`src/hdl/vnorm_pkg.sv`:
```
`timescale 1ns / 1ps
package vnorm_pkg;

  localparam int COMPONENT_BITS = 16;
  localparam int OUTPUT_FRACTION_BITS = 14;
  localparam int SQ_BITS = 2 * COMPONENT_BITS;
  localparam int SUM_BITS = SQ_BITS + 2;
  localparam int ROOT_BITS = SUM_BITS / 2;
  localparam int MAG_BITS = COMPONENT_BITS;
  localparam int DIVIDEND_BITS = MAG_BITS + OUTPUT_FRACTION_BITS;
  localparam int QUOT_BITS = OUTPUT_FRACTION_BITS + 1;
  localparam int UNIT_BITS = 16;
  localparam int LENGTH_BITS = 17;

  typedef logic [MAG_BITS-1:0] mag_t;
  typedef logic [SUM_BITS-1:0] sum_t;
  typedef logic [ROOT_BITS-1:0] root_t;

  typedef struct packed {
    logic valid;
    logic [2:0] neg;
    mag_t [2:0] mag;
  } carry_t;

  typedef struct packed {
    logic signed [UNIT_BITS-1:0] unit_x;
    logic signed [UNIT_BITS-1:0] unit_y;
    logic signed [UNIT_BITS-1:0] unit_z;
    logic [LENGTH_BITS-1:0] length;
    logic zero_vector;
  } result_t;

endpackage

```
`src/hdl/vnorm_sqrt_cell.sv`:
```
`timescale 1ns / 1ps
module vnorm_sqrt_cell (
  input  logic               clk,
  input  logic               rst,
  input  logic               en,
  input  logic [5:0]         step,
  input  vnorm_pkg::carry_t  c_in,
  input  vnorm_pkg::sum_t    rem_in,
  input  vnorm_pkg::root_t   root_in,
  output vnorm_pkg::carry_t  c_out,
  output vnorm_pkg::sum_t    rem_out,
  output vnorm_pkg::root_t   root_out
);
  import vnorm_pkg::*;

  logic [SUM_BITS+1:0] trial;
  logic [SUM_BITS+1:0] rem_ext;
  logic [SUM_BITS+1:0] bitv;
  logic                take;

  always_comb begin
    bitv = '0;
    bitv[2*step] = 1'b1;
    rem_ext = {2'b00, rem_in};
    trial = ({2'b00, root_in} << ({step, 1'b0} + 7'd2)) | bitv;
    take = rem_ext >= trial;
  end

  always_ff @(posedge clk) begin
    if (rst) begin
      c_out.valid <= 1'b0;
    end else if (en) begin
      c_out.valid <= c_in.valid;
    end
    if (en) begin
      c_out.neg <= c_in.neg;
      c_out.mag <= c_in.mag;
      rem_out <= take ? SUM_BITS'(rem_ext - trial) : rem_in;
      root_out <= {root_in[ROOT_BITS-2:0], take};
    end
  end
endmodule

```
`config.mk`:
```
export PLATFORM = sky130hd
export DESIGN_NAME = vnorm_sqrt_cell
export DESIGN_NICKNAME = d
export VERILOG_FILES = /design/src/hdl/vnorm_pkg.sv /design/src/hdl/vnorm_sqrt_cell.sv
export SDC_FILE = /design/constraint.sdc
export NUM_CORES = 1
export LEC_CHECK = 0
export ABC_AREA = 0
export BUFFER_PORTS_ARGS = -buffer_cell sky130_fd_sc_hd__buf_2
export CAP_MARGIN = 0
export CORE_MARGIN = 2
export CORE_UTILIZATION = 40
export CTS_CLUSTER_SIZE = 10
export DETAILED_ROUTE_END_ITERATION = 6
export PLACE_DENSITY = 0.68
export SYNTH_ARGS = -nofsm -noshare
export SYNTH_HDL_FRONTEND = slang
export SYNTH_SLANG_ARGS = --single-unit
```
`constraint.sdc`:
```
create_clock -name clk -period 5.29 [get_ports clk]
set_input_delay 0.529 -clock clk [delete_from_list [all_inputs] [get_ports clk]]
set_output_delay 0.529 -clock clk [all_outputs]
set_load 0.1 [all_outputs]
```
---- After elaboration in Yosys (flattened, before gate mapping) ----
Index checks and enable logic that the tools add are counted.
operators by class
  add/subtract/negate cells ............... 2
  multipliers ............................. 0
  div/mod/pow operators ................... 0
  order comparisons ....................... 3
  eq/ne operators ......................... 0
  shift-type cells ........................ 1
  muxes and demuxes ....................... 3
  bitwise logic cells ..................... 1
  reduce and logical (&&, ||, !) cells .... 1
operator list
  cell                                                                count
  greater-or-equal comparator 34 x 36 -> 1 bit                        1
  bitwise OR 36 x 35 -> 36 bit                                        1
  << shifter 17 x 7 -> 36 bit                                         1
  two-way mux 34 bit                                                  1
  subtractor 34 bit                                                   1
  adder 7 x 2 -> 7 bit (second input constant)                        1
  greater-or-equal comparator 7 x 1 -> 1 bit (second input constant)  1
  less-than comparator 7 bit (second input constant)                  1
  demux 1 bit (select 5 bit)                                          1
  logical AND 1 bit                                                   1
  two-way mux 1 bit                                                   1
storage, ports and cells
  register bits ........................... 103
  latch bits .............................. 0
  memory bits (writable) .................. 0
  memory bits (read-only) ................. 0
  output and inout bits ................... 103
  word-level logic and storage cells ...... 18
  memories kept ........................... 0

---- Depth between registers and ports, before layout ----
  depth after elaboration ................. 7
  depth in mapped cells ................... 24
  depth with buffers taken out ............ 20

---- Worst setup path before layout ----
No wires, ideal clock.
  path kind ............................... input port to flip-flop
  from .................................... in step[0]
  to ...................................... reg rem_out[30] (data pin)
  setup time .............................. 263 ps
  arrival time ............................ 5,194 ps
  required time ........................... 5,027 ps
  path slack .............................. -167 ps
  cell stages on the path ................. 21
  cells stage by stage .................... buf_2 clkinv_1 ha_1 buf_2 buf_1 clkbuf_1 clkbuf_1 nor2_1 a32o_1 ha_1 fa_1 nand2b_1 a21oi_1 o2111ai_1 a31o_2 a211o_1 a21o_1 buf_6 buf_6 a211oi_1 nand3_1
between the ends
  longest elaborated chain between the ends .. 7
RTL lines
  element                                                                            line                                          text
  start: declaration                                                                 vnorm_sqrt_cell.sv:6                          input logic [5:0] step,
  branches (longest 4 deep; another with adder 7 x 2 -> 7 bit)                       -
  bitwise OR 36 x 35 -> 36 bit (*)                                                   vnorm_sqrt_cell.sv:25                         trial = ({2'b00, root_in} << ({step, 1'b0} + 7'd2)) | bitv;
  subtractor 34 bit or greater-or-equal comparator 34 x 36 -> 1 bit (tied branches)  vnorm_sqrt_cell.sv:38, vnorm_sqrt_cell.sv:26
  two-way mux 34 bit (*)                                                             vnorm_sqrt_cell.sv:38                         rem_out <= take ? SUM_BITS'(rem_ext - trial) : rem_in;
  end signal: assignment                                                             vnorm_sqrt_cell.sv:38
  end: declaration                                                                   vnorm_sqrt_cell.sv:11                         output vnorm_pkg::sum_t rem_out,
Every way passes the cells marked *.
A chain may end at the register's enable or synchronous reset.

---- Worst setup path in the final report ----
Same ends and word-level chain as after synthesis.

==> impl_summary.md <==
Status
The run finished with clean final reports.

Synth
The async set-or-reset flop fraction in the synthesized netlist is 0%. The portion of the post-synthesis area used by sequential elements is 46.05%. The synthesized netlist contains 66 unique library cells.

In this run, synthesis inferred 102 flip-flops with an integrated enable. Counting every net in the synthesized netlist gives 824. The gate count of the mapped netlist is 673. In this run the cell area of the synthesized design comes to 6695 µm².

The most instantiated flip-flop cell in the synthesis netlist is sky130_fd_sc_hd__edfxtp_1. After synthesis the netlist holds a flip-flop and latch count of 103. The Yosys step of the flow raised 0 warnings. The average footprint of a synthesized cell is 9.948 µm².

Timing
The setup skew after layout is 0 ns. The measured slew at the worst slew-check pin is 0.9373 ns. The summed negative setup slack over all endpoints is 0 ns. Setup repair after global routing left no endpoint under its margin. The fraction of the cycle the final worst path needs is 89.67%. The worst path in the final design needs a cycle of 4.743 ns, including I/O delays and setup. The maximum operating frequency is 210.8 MHz. The worst pin sits at a relative slew slack of 37.51%.

The number of max-slew violations in the final report was 0. Setup violations remaining at the end of the flow were counted as 0. The total count of hold-check failures in the final report was 0. The tightest hold path in the finished design has a slack of 0.3382 ns.

Worst hold path
The worst hold-check path type is primary input to flop.

Floorplan
The floorplan core area is 16470 µm². The die is 133.4 µm wide. The floorplan step defined a die boundary enclosing 17790 µm². 215 I/O pins were placed.

The starting utilization of the core area is 40.66%. In this run the vertical extent of the chip is 133.4 µm. The row count is 47.

Power
The static leakage is 3.525 nW. The total power is 3.008 mW. The maximum VDD drop is 0.1667 mV. In this run the power density over the cells is 358.0 nW/µm².

Place
Input and output buffers added on the ports amount to 214. The half-perimeter wire length of the detailed placement result is 14700 µm. The routability congestion estimate is 0.9284. The placed instance area is 8098 µm².

Global route
After global routing the overflow that remains totals 0. The number of antenna violations at the first check in global routing is 0. The via count of the first global-routing pass came to 5506. The first global-routing pass estimated 28740 µm of wire. The global-route usage over all layers is 20.66%.

The largest net degree at the start of global routing is 73.

Critical path
Walking the worst path, the cells encountered are buf_2 > clkinv_1 > ha_1 > buf_12 > mux2i_1 > o21ai_0 > o21ai_0 > o21ai_0 > a22oi_1 > ha_1 > nand2_1 > or3_1 > or3_1 > nor2_1 > a2111oi_1 > buf_4 > a21o_1 > buf_12 > a211oi_1 > nand3_1. The worst path required time is 5.40 ns. The worst setup path is of the primary input to flop kind.

The worst setup path is launched from a primary input. The kind of end point of the critical path is a flop. In this design, the largest share of critical-path delay is due to compound AO/OA/AOI/OAI gates.

The cell with the biggest individual delay on the critical path is sky130_fd_sc_hd__ha_1. Along the worst path, the maximum fanout reaches 35. In this design, the critical path's most frequently occurring cell is sky130_fd_sc_hd__o21ai_0.

The worst endpoint data arrival time is 4.85 ns. Counting both buffers and inverters, the worst setup path holds a total of 5. The stage delay of the slowest cell on the critical path is 0.45 ns.

CTS
The worst-skew pair later-pin latency is 0.34 ns. The clock tree synthesis step divided the H-tree into 3 levels. Buffers inserted during clock tree synthesis total 9. The number of gates resized after CTS was 0. The CTS root buffer is sky130_fd_sc_hd__clkbuf_16. The TritonCTS sink count is 103.

The number of setup buffers added after CTS is 0. In this run, post-CTS hold repair placed 0 buffers. TritonCTS built the clock tree.

The maximum root-to-sink buffer count is 2. The clock transition at the registers of the reported paths is 0.08 ns.

Layout
Relative to the synthesized area, the layout overhead comes to 25.51%. After routing the design area is 8403 µm². The fraction of final layout cells sized beyond drive strength 1 is 29.88%. The net count of the finished layout is 1043. The number of antenna diodes in the final layout is 0.

Detailed routing
The number of DRC violations after detailed routing is 0. The pre-antenna-repair detailed-routing pass consisted of 5 iterations. The initial DRC count is 474. The detailed router put a total of 8088 µm of wire on met1. The number of antenna-violating nets in the routed design is 0. Across all layers, the routed design uses 5986 vias. In the routed layout, each cell is associated on average with a via count of 5.359. Dividing the detail-routed wire length by the instance count gives 16.70 µm.

In the detailed route, the total length drawn on met3 is 1457 µm. The routed design uses 8808 µm of met2 wire. The total routed wirelength is 18650 µm. The uppermost metal layer occupied by signal nets is met4.

Flow run
Max-cap violations in this run came to 0.
[metal layers]
metal  GRT usage, %  vias up
met5              0        -
met4          5.496        0
met3          4.566       24
met2          34.19      240
met1          27.53     2739
li1               -     2983
[area by class of cell]
cell class                 count  area (µm²)
multi-input combinational    519        3390
clock buffer                   9       225.2
tap                          220       275.3
clock inverter                 7       80.08
fill                        1596        8063
sequential                   103        3083
timing repair buffer         236        1264
inverter                      23       86.33
[state kept, by name (all words and copies together), names as in the netlist]
| register | cells |
|---|---|
| c_out | 52 |
| rem_out | 34 |
| root_out | 17 |
[cells in the final DEF, fill, tap and decap left out, types with 7 or more instances in the layout]
cell type	count
sky130_fd_sc_hd__a211oi_1	7
sky130_fd_sc_hd__a21o_1	10
sky130_fd_sc_hd__a21oi_1	48
sky130_fd_sc_hd__a22oi_1	11
sky130_fd_sc_hd__buf_2	213
sky130_fd_sc_hd__buf_4	21
sky130_fd_sc_hd__clkbuf_16	9
sky130_fd_sc_hd__edfxtp_1	102
sky130_fd_sc_hd__ha_1	38
sky130_fd_sc_hd__inv_1	21
sky130_fd_sc_hd__mux2i_1	14
sky130_fd_sc_hd__nand2_1	97
sky130_fd_sc_hd__nand2b_1	7
sky130_fd_sc_hd__nand3_1	17
sky130_fd_sc_hd__nand4_1	9
sky130_fd_sc_hd__nor2_1	40
sky130_fd_sc_hd__nor2b_1	15
sky130_fd_sc_hd__nor3_1	9
sky130_fd_sc_hd__o211ai_1	10
sky130_fd_sc_hd__o21ai_0	63
sky130_fd_sc_hd__o31ai_1	9
sky130_fd_sc_hd__xnor2_1	15
sky130_fd_sc_hd__xor2_1	11
[synth_stat cells, types with 3 or more instances]
cell type | n | area share [%]
sky130_fd_sc_hd__xnor2_1 | 15 | 2.0
sky130_fd_sc_hd__inv_1 | 21 | 1.2
sky130_fd_sc_hd__or2_2 | 4 | 0.37
sky130_fd_sc_hd__a31oi_1 | 6 | 0.56
sky130_fd_sc_hd__a211oi_1 | 7 | 0.78
sky130_fd_sc_hd__nor2b_1 | 15 | 1.4
sky130_fd_sc_hd__a21o_1 | 10 | 1.1
sky130_fd_sc_hd__buf_6 | 3 | 0.50
sky130_fd_sc_hd__o211ai_1 | 10 | 1.1
sky130_fd_sc_hd__a22oi_1 | 11 | 1.2
sky130_fd_sc_hd__clkbuf_1 | 17 | 0.95
sky130_fd_sc_hd__a211o_1 | 4 | 0.52
sky130_fd_sc_hd__xor2_1 | 11 | 1.4
sky130_fd_sc_hd__edfxtp_1 | 102 | 46
sky130_fd_sc_hd__o21bai_1 | 4 | 0.45
sky130_fd_sc_hd__nor3b_1 | 4 | 0.45
sky130_fd_sc_hd__a21oi_1 | 48 | 3.6
sky130_fd_sc_hd__a2111o_1 | 3 | 0.50
sky130_fd_sc_hd__o21ai_0 | 63 | 4.7
sky130_fd_sc_hd__nor3_1 | 9 | 0.67
sky130_fd_sc_hd__buf_1 | 3 | 0.17
sky130_fd_sc_hd__nand2b_1 | 7 | 0.65
sky130_fd_sc_hd__o21a_1 | 3 | 0.34
sky130_fd_sc_hd__nand3_1 | 17 | 1.3
sky130_fd_sc_hd__mux2i_1 | 14 | 2.1
sky130_fd_sc_hd__a222oi_1 | 3 | 0.45
sky130_fd_sc_hd__nand2_1 | 97 | 5.4
sky130_fd_sc_hd__buf_2 | 4 | 0.30
sky130_fd_sc_hd__mux2_2 | 6 | 1.0
sky130_fd_sc_hd__ha_1 | 38 | 7.1
sky130_fd_sc_hd__and3_1 | 6 | 0.56
sky130_fd_sc_hd__nor2_1 | 40 | 2.2
sky130_fd_sc_hd__or3_1 | 3 | 0.28
sky130_fd_sc_hd__nand4_1 | 9 | 0.84
sky130_fd_sc_hd__a21boi_0 | 3 | 0.34
sky130_fd_sc_hd__and2_1 | 6 | 0.56
sky130_fd_sc_hd__o31ai_1 | 9 | 1.0
sky130_fd_sc_hd__o2111ai_1 | 3 | 0.39
sky130_fd_sc_hd__mux4_2 | 3 | 1.0
[cells by family after synthesis]
family          count (synthesis)  share of synthesized area, %
fa+ha+maj                      39                         7.401
mux                            23                         4.111
flops                         103                         46.05
buf+inv                        51                         3.326
compound gates                207                         19.88
xor+xnor                       27                         3.812
simple gates                  223                         15.42
[worst reg2reg max path: stages, from the launching register on]
cell,delay (ns)
sky130_fd_sc_hd__dfxtp_1,0.32
sky130_fd_sc_hd__mux2i_1,0.12
sky130_fd_sc_hd__nor2_1,0.06
[power breakdown]
part	internal (mW)	switching [mW]	total [mW]	leakage [nW]
Combinational	0.281	1.01	1.29	2.38
Sequential	1.01	0.0207	1.03	1.01
Clock	0.374	0.311	0.684	0.144
Total	1.66	1.34	3.01	3.52
[path summary, 6_finish.rpt]
path,slack (ns),end,cells after the start,start
hold / removal,0.34,c_out[51],2,rst
setup reg to reg,4.69,c_out[51],2,c_out[51]
hold reg to reg,0.53,c_out[51],2,c_out[51]
setup / recovery,0.55,rem_out[30],20,step[0]
[stage by stage]
step,util [%],cells,setup WS (ns)
2_1_floorplan,-,673,0.09059
3_3_place_gp,49.18,1101,0.2295
3_5_place_dp,49.18,1101,0.1849
4_1_cts,51.03,1117,0.5863
5_1_grt,51.03,1117,0.1852
6_report,51.03,1117,0.5466
Note: power is estimated with default switching activity, not from simulation.
