## src/hdl/vnorm_pkg.sv

```systemverilog
`timescale 1ns / 1ps
package vnorm_pkg;

  localparam int COMPONENT_BITS = 16;
  localparam int OUTPUT_FRACTION_BITS = 14;
  localparam int SQ_BITS = 2 * COMPONENT_BITS;
  localparam int SUM_BITS = SQ_BITS + 2;
  localparam int ROOT_BITS = SUM_BITS / 2;
  localparam int MAG_BITS = COMPONENT_BITS;
  localparam int DIVIDEND_BITS = MAG_BITS + OUTPUT_FRACTION_BITS;
  localparam int QUOT_BITS = OUTPUT_FRACTION_BITS + 1;
  localparam int UNIT_BITS = 16;
  localparam int LENGTH_BITS = 17;

  typedef logic [MAG_BITS-1:0] mag_t;
  typedef logic [SUM_BITS-1:0] sum_t;
  typedef logic [ROOT_BITS-1:0] root_t;

  typedef struct packed {
    logic valid;
    logic [2:0] neg;
    mag_t [2:0] mag;
  } carry_t;

  typedef struct packed {
    logic signed [UNIT_BITS-1:0] unit_x;
    logic signed [UNIT_BITS-1:0] unit_y;
    logic signed [UNIT_BITS-1:0] unit_z;
    logic [LENGTH_BITS-1:0] length;
    logic zero_vector;
  } result_t;

endpackage

```

## src/hdl/vnorm_div_cell.sv

```systemverilog
`timescale 1ns / 1ps
module vnorm_div_cell (
  input  logic                                  clk,
  input  logic                                  rst,
  input  logic                                  en,
  input  logic [4:0]                            step,
  input  logic                                  v_in,
  input  vnorm_pkg::root_t                      den_in,
  input  logic [2:0]                            neg_in,
  input  logic [2:0][vnorm_pkg::DIVIDEND_BITS-1:0] rem_in,
  input  logic [2:0][vnorm_pkg::QUOT_BITS-1:0]  q_in,
  output logic                                  v_out,
  output vnorm_pkg::root_t                      den_out,
  output logic [2:0]                            neg_out,
  output logic [2:0][vnorm_pkg::DIVIDEND_BITS-1:0] rem_out,
  output logic [2:0][vnorm_pkg::QUOT_BITS-1:0]  q_out
);
  import vnorm_pkg::*;

  logic [2:0][DIVIDEND_BITS+QUOT_BITS-1:0] shifted;
  logic [2:0]                              take;
  logic [DIVIDEND_BITS+QUOT_BITS-1:0]      den_ext;

  always_comb begin
    den_ext = (DIVIDEND_BITS+QUOT_BITS)'(den_in) << step;
    for (int i = 0; i < 3; i++) begin
      shifted[i] = (DIVIDEND_BITS+QUOT_BITS)'(rem_in[i]);
      take[i] = shifted[i] >= den_ext;
    end
  end

  always_ff @(posedge clk) begin
    if (rst) begin
      v_out <= 1'b0;
    end else if (en) begin
      v_out <= v_in;
    end
    if (en) begin
      den_out <= den_in;
      neg_out <= neg_in;
      for (int i = 0; i < 3; i++) begin
        rem_out[i] <= take[i] ? DIVIDEND_BITS'(shifted[i] - den_ext) : rem_in[i];
        q_out[i] <= {q_in[i][QUOT_BITS-2:0], take[i]};
      end
    end
  end
endmodule
```

## config.mk

```make
export PLATFORM = sky130hd
export DESIGN_NAME = vnorm_div_cell
export DESIGN_NICKNAME = d
export VERILOG_FILES = /design/src/hdl/vnorm_pkg.sv /design/src/hdl/vnorm_div_cell.sv
export SDC_FILE = /design/constraint.sdc
export NUM_CORES = 1
export LEC_CHECK = 0
export ABC_AREA = 0
export BUFFER_PORTS_ARGS = -buffer_cell sky130_fd_sc_hd__buf_2
export CAP_MARGIN = 10
export CORE_MARGIN = 2
export CORE_UTILIZATION = 44
export CTS_CLUSTER_SIZE = 20
export DETAILED_ROUTE_END_ITERATION = 6
export GPL_ROUTABILITY_DRIVEN = 1
export PLACE_DENSITY = 0.73
export SYNTH_ARGS = -nofsm -noshare
export SYNTH_HDL_FRONTEND = slang
export SYNTH_SLANG_ARGS = --single-unit
```

## constraint.sdc

```tcl
create_clock -name clk -period 13.9 [get_ports clk]
set_clock_uncertainty 0.05 [all_clocks]
set_input_delay 3.475 -clock clk [delete_from_list [all_inputs] [get_ports clk]]
set_output_delay 3.475 -clock clk [all_outputs]
set_load 0.05 [all_outputs]
```

Word level (Yosys, flattened, before mapping)
Cells that the tools add are included.
{"block": "op_classes", "add_sub_neg": 3, "n_lt_le_gt_ge": 3, "shift": 1, "n_mux": 3}
{"cell": "$ge 30x45->1", "count": 3}
{"cell": "$mux 30", "count": 3}
{"cell": "$sub 30x30->30", "count": 3}
{"cell": "$shl 17x5->45", "count": 1}
{"block": "word_totals", "reg_bits": 156, "inputBits": 164, "word_cells": 19}

Depth between registers and ports, before layout
Gate-level depths: netlist of the first run.
{"block": "logic_depth", "word_depth": 3, "mapped_depth": 22, "mapped_depth_nobuf": 17}

Worst setup path after synthesis of the first run
OpenSTA, ideal clock, no wires.
{"block": "synth_timing", "kind": "input -> register", "start": "input port step[0]", "end": "register rem_out[22] (netlist name) (data pin)", "setup_time_ns": 0.260, "t_arrival_ns": 7.106, "required_ns": 13.590, "path_slack_ns": 6.484, "stages": 19, "n_path_buf": 2, "path_cell_list": "buf_2 inv_2 mux2_2 or2_2 o21ai_0 nor2_1 a21oi_1 nand2_1 ha_1 a21o_1 a221oi_1 a31o_2 a31oi_1 a211oi_2 o21ai_1 nand3_1 a21oi_2 buf_4 mux2_2"}
{"block": "synth_between", "elab_chain_cells": 3, "word_cells_on_any_way": 4}
{"element": "from (decl)", "line_no": "vnorm_div_cell.sv:6", "text": "input logic [4:0] step,"}
{"element": "$shl 17x5->45", "line_no": "vnorm_div_cell.sv:25", "text": "den_ext = (DIVIDEND_BITS+QUOT_BITS)'(den_in) << step;"}
{"element": "$ge 30x45->1", "line_no": "vnorm_div_cell.sv:28", "text": "take[i] = shifted[i] >= den_ext;"}
{"element": "via take[0]", "line_no": "vnorm_div_cell.sv:21", "text": "logic [2:0] take;"}
{"element": "$mux 30", "line_no": "vnorm_div_cell.sv:42", "text": "rem_out[i] <= take[i] ? DIVIDEND_BITS'(shifted[i] - den_ext) : rem_in[i];"}
{"element": "to (signal, indexed assignment)", "line_no": "vnorm_div_cell.sv:42"}
{"element": "to (decl)", "line_no": "vnorm_div_cell.sv:15", "text": "output logic [2:0][vnorm_pkg::DIVIDEND_BITS-1:0] rem_out,"}
The timed path passes the listed nets, and every way through them passes these cells.
A chain may end at the register's enable or synchronous reset.

Worst setup path after layout of the first run
{"block": "layout_timing", "start": "input port step[2]", "end": "register rem_out[4] (netlist name) (data pin)"}
{"block": "layout_between", "elab_chain_cells": 3, "word_cells_on_any_way": 4}
{"element": "$shl 17x5->45 (*)", "line_no": "vnorm_div_cell.sv:25"}
{"element": "$ge 30x45->1 / $sub 30x30->30 (equally long branches)", "line_no": "vnorm_div_cell.sv:28, vnorm_div_cell.sv:42"}
{"element": "$mux 30 (*)", "line_no": "vnorm_div_cell.sv:42"}
Every way passes the cells marked *; elsewhere a longest branch is shown, timed or not.

==> results.txt, run 1 <==
----------------------------------------------------
[Route]
  Routed wire length ... 34.7 mm
  Wire length per cell after detailed routing ... 19.4 µm
  Number of vias in the routed layout ... 10000
  Vias per cell ... 5.62
  Remaining routing DRC violations ... 0
  Iter 0 DRT Violations ... 776
  Post-DRT Antenna Nets ... 0
  Number of iterations in the first detailed-routing pass ... 7

[Floorplan]
  Total number of placement rows ... 59
  Core Region ... 25800 µm²
  Initial core utilization ... 44.4%
  Area enclosed by the die boundary ... 27400 µm²
  Die width ... 165 µm
  I/O pin count ... 320
  Y dimension of the die ... 165 µm

[Timing]
  Remaining max-slew budget at the tightest pin ... 22.1%
  Total count of max-transition violations in the final report ... 0
  Post-Route Setup TNS ... 0 ps
  Maximum achievable frequency ... 113 MHz
  Unrepaired setup endpoints after global routing ... no
  Tightest Pin Transition ... 1170 ps
  Count of endpoints failing hold in the final timing report ... 0
  Final worst path period need ... 8840 ps
  Number of setup violations in the final report ... 0
  Post-route fraction of the period consumed by the critical path ... 63.6%

[Worst setup path]
  Category of the critical setup timing path ... primary input to flop
  Largest driver fanout on the critical path ... 27
  Required time of the critical path ... 14020 ps
  CP startpoint kind ... primary input
  R2r setup slk ... 13260 ps
  Endpoint kind of the worst setup timing path ... flop
  Endpoint arrival time on the critical path ... 8960 ps

[Pwr]
  Power density of the placed cells ... 127 nW/µm²
  Power after layout ... 0.00177 W
  Peak supply drop ... 0.0943 mV
  Lkg Pwr ... 6.03 nW

[Logic synthesis]
  Area share of the largest cell type after synthesis ... 40.6%
  Number of instances in the synthesized netlist ... 1136
  Register area share after synthesis ... 40.8%
  Top cells by area, synth ... sky130_fd_sc_hd__edfxtp_1 41%, sky130_fd_sc_hd__ha_1 9.8%, sky130_fd_sc_hd__a21oi_1 3.8%
  Number of flops mapped to enable cells by yosys ... 155
  Synthesis Warnings ... 0
  Synth async-reset ratio ... 0%
  Most common library cells after synthesis ... 155 x sky130_fd_sc_hd__edfxtp_1, 112 x sky130_fd_sc_hd__nand2_1, 90 x sky130_fd_sc_hd__ha_1, 86 x sky130_fd_sc_hd__a21oi_1
  Distinct cells, synth ... 69
  Mean instance size in the synthesized netlist ... 10.1 µm²
  Post-Syn Nets ... 1393
  Cell type with the highest aggregate area in the netlist ... sky130_fd_sc_hd__edfxtp_1
  Summed instance area of the synthesized netlist ... 11500 µm²
  Most used flip-flop cell after synthesis ... sky130_fd_sc_hd__edfxtp_1
  Most instantiated library cell after synthesis ... sky130_fd_sc_hd__edfxtp_1
  Number of flip-flops and latches in the synthesized netlist ... 156

[Global routing]
  Grt met3 use ... 4.25%
  Vias in the first global route ... 9102
  Overflow left after global routing ... 0
  Pin count of the biggest net entering global routing ... 80
  Global routing usage on met2 ... 42.8%
  Global router's overall resource usage ... 24.6%
  Most Crowded Layer GR ... met2
  Wire length of the first global-routing pass ... 50.4 mm
  Global routing met1 resource utilization ... 30.9%
  Antenna violations before repair ... 3

[Placement]
  Weighted congestion at the end of routability-driven global placement ... 0.910
  Detailed placer's ending HPWL ... 26.3 mm
  Port buffer count ... 316

[Final layout]
  NumNets Final ... 1694
  Area growth, synth to finish ... 21.3%
  Register area ... 4670 µm²
  Share of cells above drive strength 1 ... 28.3%
  Area of combinational cells with multiple inputs ... 6440 µm²
  Fillers ... 2306

[Hold path]
  Path category of the worst min-delay check ... flop to flop

[CTS]
  # resized after CTS ... 0
  Post-CTS Setup Repair Bufs ... 0
  Clock tree from TritonCTS ... done
  Cts bufs inserted ... 17
  CTS clk-pin slew, worst paths ... 70 ps
  Later-pin clock latency in the skew report ... 430 ps
  Maximum buffer depth of the clock tree ... 2
  TritonCTS Sinks ... 156
  Buffer type at the clock tree root ... sky130_fd_sc_hd__clkbuf_16
  Number of H-tree levels ... 4
  Number of hold buffers added after cts ... 0

[Job]
  Number of maximum-capacitance constraint violations ... 0

[Run status]
  Outcome ... completed

----------------------------------------------------
==> critical path: stages <==
cell,delay [ps]
sky130_fd_sc_hd__buf_2,390
sky130_fd_sc_hd__inv_2,270
sky130_fd_sc_hd__nand2_1,110
sky130_fd_sc_hd__o21ai_0,130
sky130_fd_sc_hd__o21ai_0,420
sky130_fd_sc_hd__nor2_1,80
sky130_fd_sc_hd__a21oi_1,190
sky130_fd_sc_hd__nand2_1,280
sky130_fd_sc_hd__ha_1,540
sky130_fd_sc_hd__and3_1,200
sky130_fd_sc_hd__a221oi_1,90
sky130_fd_sc_hd__a31o_2,250
sky130_fd_sc_hd__a31oi_1,430
sky130_fd_sc_hd__a211oi_2,210
sky130_fd_sc_hd__o21ai_1,210
sky130_fd_sc_hd__nand3_1,140
sky130_fd_sc_hd__a21oi_2,750
sky130_fd_sc_hd__buf_4,390
sky130_fd_sc_hd__mux2_2,370
==> path summary, 6_finish.rpt <==
kind | endpoint | depth (start not counted) | from
setup / recovery | rem_out[4] | 19 | step[2]
hold / removal | v_out | 2 | v_out
hold reg to reg | v_out | 2 | v_out
setup reg to reg | v_out | 2 | v_out
==> registers in the layout (all words and copies together), names as in the netlist <==
| signal | count |
|---|---|
| den_out | 17 |
| v_out | 1 |
| neg_out | 3 |
| q_out | 45 |
| rem_out | 90 |
==> where the power goes <==
group          internal (W)  total (W)  switching [W]
logic              0.000221   0.000691       0.000470
clock network      0.000242   0.000479       0.000237
registers          0.000584   0.000598      0.0000145
==> cell usage in the layout (no fill, tap or decap), types with 19 or more instances in the layout <==
master | Yosys | layout
sky130_fd_sc_hd__ha_1 | 90 | 90
sky130_fd_sc_hd__o21ai_0 | 71 | 71
sky130_fd_sc_hd__nand2b_1 | 19 | 19
sky130_fd_sc_hd__mux2i_1 | 35 | 35
sky130_fd_sc_hd__edfxtp_1 | 155 | 155
sky130_fd_sc_hd__xor2_1 | 34 | 34
sky130_fd_sc_hd__a21oi_1 | 86 | 86
sky130_fd_sc_hd__a21o_1 | 47 | 47
sky130_fd_sc_hd__nor2_1 | 71 | 71
sky130_fd_sc_hd__mux2_2 | 38 | 38
sky130_fd_sc_hd__inv_1 | 36 | 36
sky130_fd_sc_hd__buf_2 | 6 | 315
sky130_fd_sc_hd__o21ai_1 | 20 | 20
sky130_fd_sc_hd__xnor2_1 | 41 | 41
sky130_fd_sc_hd__nand2_1 | 112 | 112
sky130_fd_sc_hd__nand3_1 | 27 | 27
==> final cells by class <==
| cell class | count | share of cell area (%) |
|---|---|---|
| diodes | 2 | 0.0360 |
| clock buffers | 17 | 3.06 |
| clock inverters | 15 | 1.17 |
| inverters | 39 | 1.05 |
| multi-input cells | 902 | 46.4 |
| flip-flops and latches | 156 | 33.6 |
| well taps | 335 | 3.01 |
| repair buffers | 321 | 11.7 |
==> layer usage <==
metal	wire length, µm	vias up
met4	863	2
li1	-	4890
met2	17000	412
met3	2540	45
met5	18	-
met1	14300	4690
==> logic make-up after synthesis <==
group / synth area share (%)
compound gates: 18.5
simple gates: 12.6
flops: 40.8
mux: 9.05
fa+ha+maj: 10.3
buf+inv: 3.01
xor+xnor: 5.73
==> stage by stage <==
stage                     instances  worst slack (ps)  cell area [µm²]  util (%)  hold WS (ps)
after detailed placement       1753              4670            13300      51.5           438
after floorplan                1136              6480            11500         -           683
final                          1787              5060            13900      53.8           448
after CTS                      1785              5120            13900      53.8           455
after global routing           1786              4620            13900      53.8           504
after global placement         1753              4740            13300      51.5           420
No activity file was read; power rests on OpenSTA's default activity.
==> run 2: changes to the inputs <==
==> constraint.sdc (replaced) <==
create_clock -name clk -period 8.4 [get_ports clk]
set_clock_uncertainty 0.05 [all_clocks]
set_input_delay 2.1 -clock clk [delete_from_list [all_inputs] [get_ports clk]]
set_output_delay 2.1 -clock clk [all_outputs]
set_load 0.05 [all_outputs]
==> run 2 against run 1 <==
Against the previous run:
- via count is 0.63% higher
- wire length up 0.14%
- die area did not move
- largest power group unchanged
- register-to-register slack worse by 5500 ps
- sequential power up 66%
==> results.txt, run 2 (same netlist as run 1, synthesis figures left out) <==
----------------------------------------------------
[Timing]
  Smallest setup slack after layout ... 1540 ps
  Tightest Pin Transition ... 1080 ps
  Number of setup violations in the final report ... 0
  Post-Route Setup TNS ... 0 ps
  Post-route fraction of the period consumed by the critical path ... 81.7%
  Maximum achievable frequency ... 146 MHz
  Final worst path period need ... 6860 ps
  Total count of max-transition violations in the final report ... 0
  Count of endpoints failing hold in the final timing report ... 0
  Remaining max-slew budget at the tightest pin ... 28.1%
  Unrepaired setup endpoints after global routing ... no

[Placement]
  Detailed placer's ending HPWL ... 26.5 mm
  Weighted congestion at the end of routability-driven global placement ... 0.959
  Worst slack at placement ... 1110 ps
  Port buffer count ... 316

[Route]
  Iter 0 DRT Violations ... 755
  Number of vias in the routed layout ... 10100
  Post-DRT Antenna Nets ... 0
  Routed wire length ... 34.8 mm
  Number of iterations in the first detailed-routing pass ... 7
  Remaining routing DRC violations ... 0
  Wire length per cell after detailed routing ... 19.4 µm
  Vias per cell ... 5.64

[CTS]
  TritonCTS Sinks ... 156
  Cts bufs inserted ... 17
  Post-CTS Setup Repair Bufs ... 0
  CTS clk-pin slew, worst paths ... 70 ps
  Maximum buffer depth of the clock tree ... 2
  Number of H-tree levels ... 4
  Buffer type at the clock tree root ... sky130_fd_sc_hd__clkbuf_16
  Later-pin clock latency in the skew report ... 430 ps
  Number of hold buffers added after cts ... 0
  # resized after CTS ... 0
  Clock tree from TritonCTS ... done

[Final layout]
  Share of cells above drive strength 1 ... 28.5%
  Area growth, synth to finish ... 21.6%
  Registers with the most flip-flops ... rem_out (90), q_out (45), den_out (17)
  NumNets Final ... 1697
  Leading cell type in the layout, fill and taps excluded ... sky130_fd_sc_hd__buf_2
  Largest Register ... rem_out
  Flip-flop count of the largest register, all copies and words added ... 90
  Leading cell types in the layout, fill and taps excluded ... 315 x sky130_fd_sc_hd__buf_2, 155 x sky130_fd_sc_hd__edfxtp_1, 112 x sky130_fd_sc_hd__nand2_1
  Post-Route Utilization ... 53.9%

[Global routing]
  Global routing usage on met2 ... 41.8%
  Pin count of the biggest net entering global routing ... 80
  Vias in the first global route ... 9400
  Global routing met1 resource utilization ... 31.4%
  Antenna violations before repair ... 3
  Wire length of the first global-routing pass ... 50.9 mm
  Global router's overall resource usage ... 24.7%
  Most Crowded Layer GR ... met2
  Grt met3 use ... 4.20%
  Overflow left after global routing ... 0

[Worst setup path]
  Worst Reg2Reg Path Length in Cells ... 2
  Slowest stage delay, CP ... 690 ps
  Required time of the critical path ... 8520 ps
  Endpoint kind of the worst setup timing path ... flop
  FF-to-FF End ... v_out
  Slowest stage cell on the critical path ... sky130_fd_sc_hd__o211ai_1
  Category of the critical setup timing path ... primary input to flop
  Endpoint arrival time on the critical path ... 6980 ps
  R2r setup slk ... 7770 ps
  Source of the worst register-to-register timing path ... v_out
  CP startpoint kind ... primary input
  Largest driver fanout on the critical path ... 26
  Critical Path, Cell by Cell ... buf_2 -> mux2_2 -> o21ai_0 -> o21ai_0 -> o211ai_1 -> ha_1 -> and3_1 -> a221oi_1 -> a31o_2 -> a31oi_1 -> a211oi_2 -> o21ai_1 -> nand3_1 -> a21oi_2 -> buf_4 -> mux2_2

[Floorplan]
  Initial core utilization ... 44.4%
  Die width ... 165 µm
  I/O pin count ... 320
  Total number of placement rows ... 59
  Y dimension of the die ... 165 µm
  Area enclosed by the die boundary ... 27400 µm²
  Core Region ... 25800 µm²

[Pwr]
  Lkg Pwr ... 6.05 nW
  Power density of the placed cells ... 210 nW/µm²
  Peak supply drop ... 0.138 mV

[Hold path]
  Worst hold stages ... 2
  Path category of the worst min-delay check ... flop to flop
  Worst Hold Path EP ... v_out
  Hold Crit Start ... v_out

[Run status]
  Outcome ... completed

[Job]
  Number of maximum-capacitance constraint violations ... 0

----------------------------------------------------
## run 2: cell types whose count changed in the layout (fill, tap and decap cells not counted)
cell                       before  now
sky130_fd_sc_hd__diode_2        2    3
sky130_fd_sc_hd__buf_4          5    8
sky130_fd_sc_hd__clkinv_8       3    5
sky130_fd_sc_hd__inv_8          5    3
## run 2: stage by stage
stage | area [µm²] | std cells | hold WS, ps | power [W]
floorplan | 11500 | 1136 | 683 | 0.00185
detailed placement | 13300 | 1756 | 436 | 0.00214
CTS | 13900 | 1788 | 452 | 0.00294
finish | 13900 | 1791 | 445 | 0.00293
global route | 13900 | 1789 | 496 | 0.00308
global placement | 13300 | 1756 | 419 | 0.00213
## run 2: report_power, final
part           switching [W]  internal [W]  leakage (nW)
Combinational       0.000775      0.000367          4.23
Clock               0.000399      0.000402         0.292
Sequential         0.0000245      0.000966          1.52
## run 2: critical path: cells and delay by family
family / cells / cell delay, ps
AOI/OAI and AO/OA: 9 / 2640
muxes: 2 / 800
buffers and inverters: 2 / 740
adders and majority gates: 1 / 340
and+or+nand+nor: 2 / 340
## run 2: how the worst max path moves through the flow
stage	startpoint	slack, ps	to	depth (start not counted)
after floorplan	step[0]	2360	rem_out[22]	19
after global placement	step[1]	1240	rem_out[7]	16
after detailed placement	step[1]	1110	rem_out[3]	16
after CTS	step[1]	1540	rem_out[3]	16
after global routing	step[1]	1150	rem_out[5]	16
final	step[1]	1540	rem_out[3]	16
## run 2: routing by layer
layer	share of wire, %	routed length (µm)
met5	0	0
met4	3.0	1040
met3	7.3	2550
met2	48	16600
met1	42	14600
## run 2: cell type report
| type | count | area, µm² |
|---|---|---|
| fillers | 2345 | 11900 |
| clock inverters | 15 | 173 |
| multi-input cells | 902 | 6440 |
| well taps | 335 | 419 |
| diodes | 3 | 7.51 |
| clock buffers | 17 | 425 |
| repair buffers | 324 | 1650 |
| inverters | 39 | 146 |
| flip-flops and latches | 156 | 4670 |
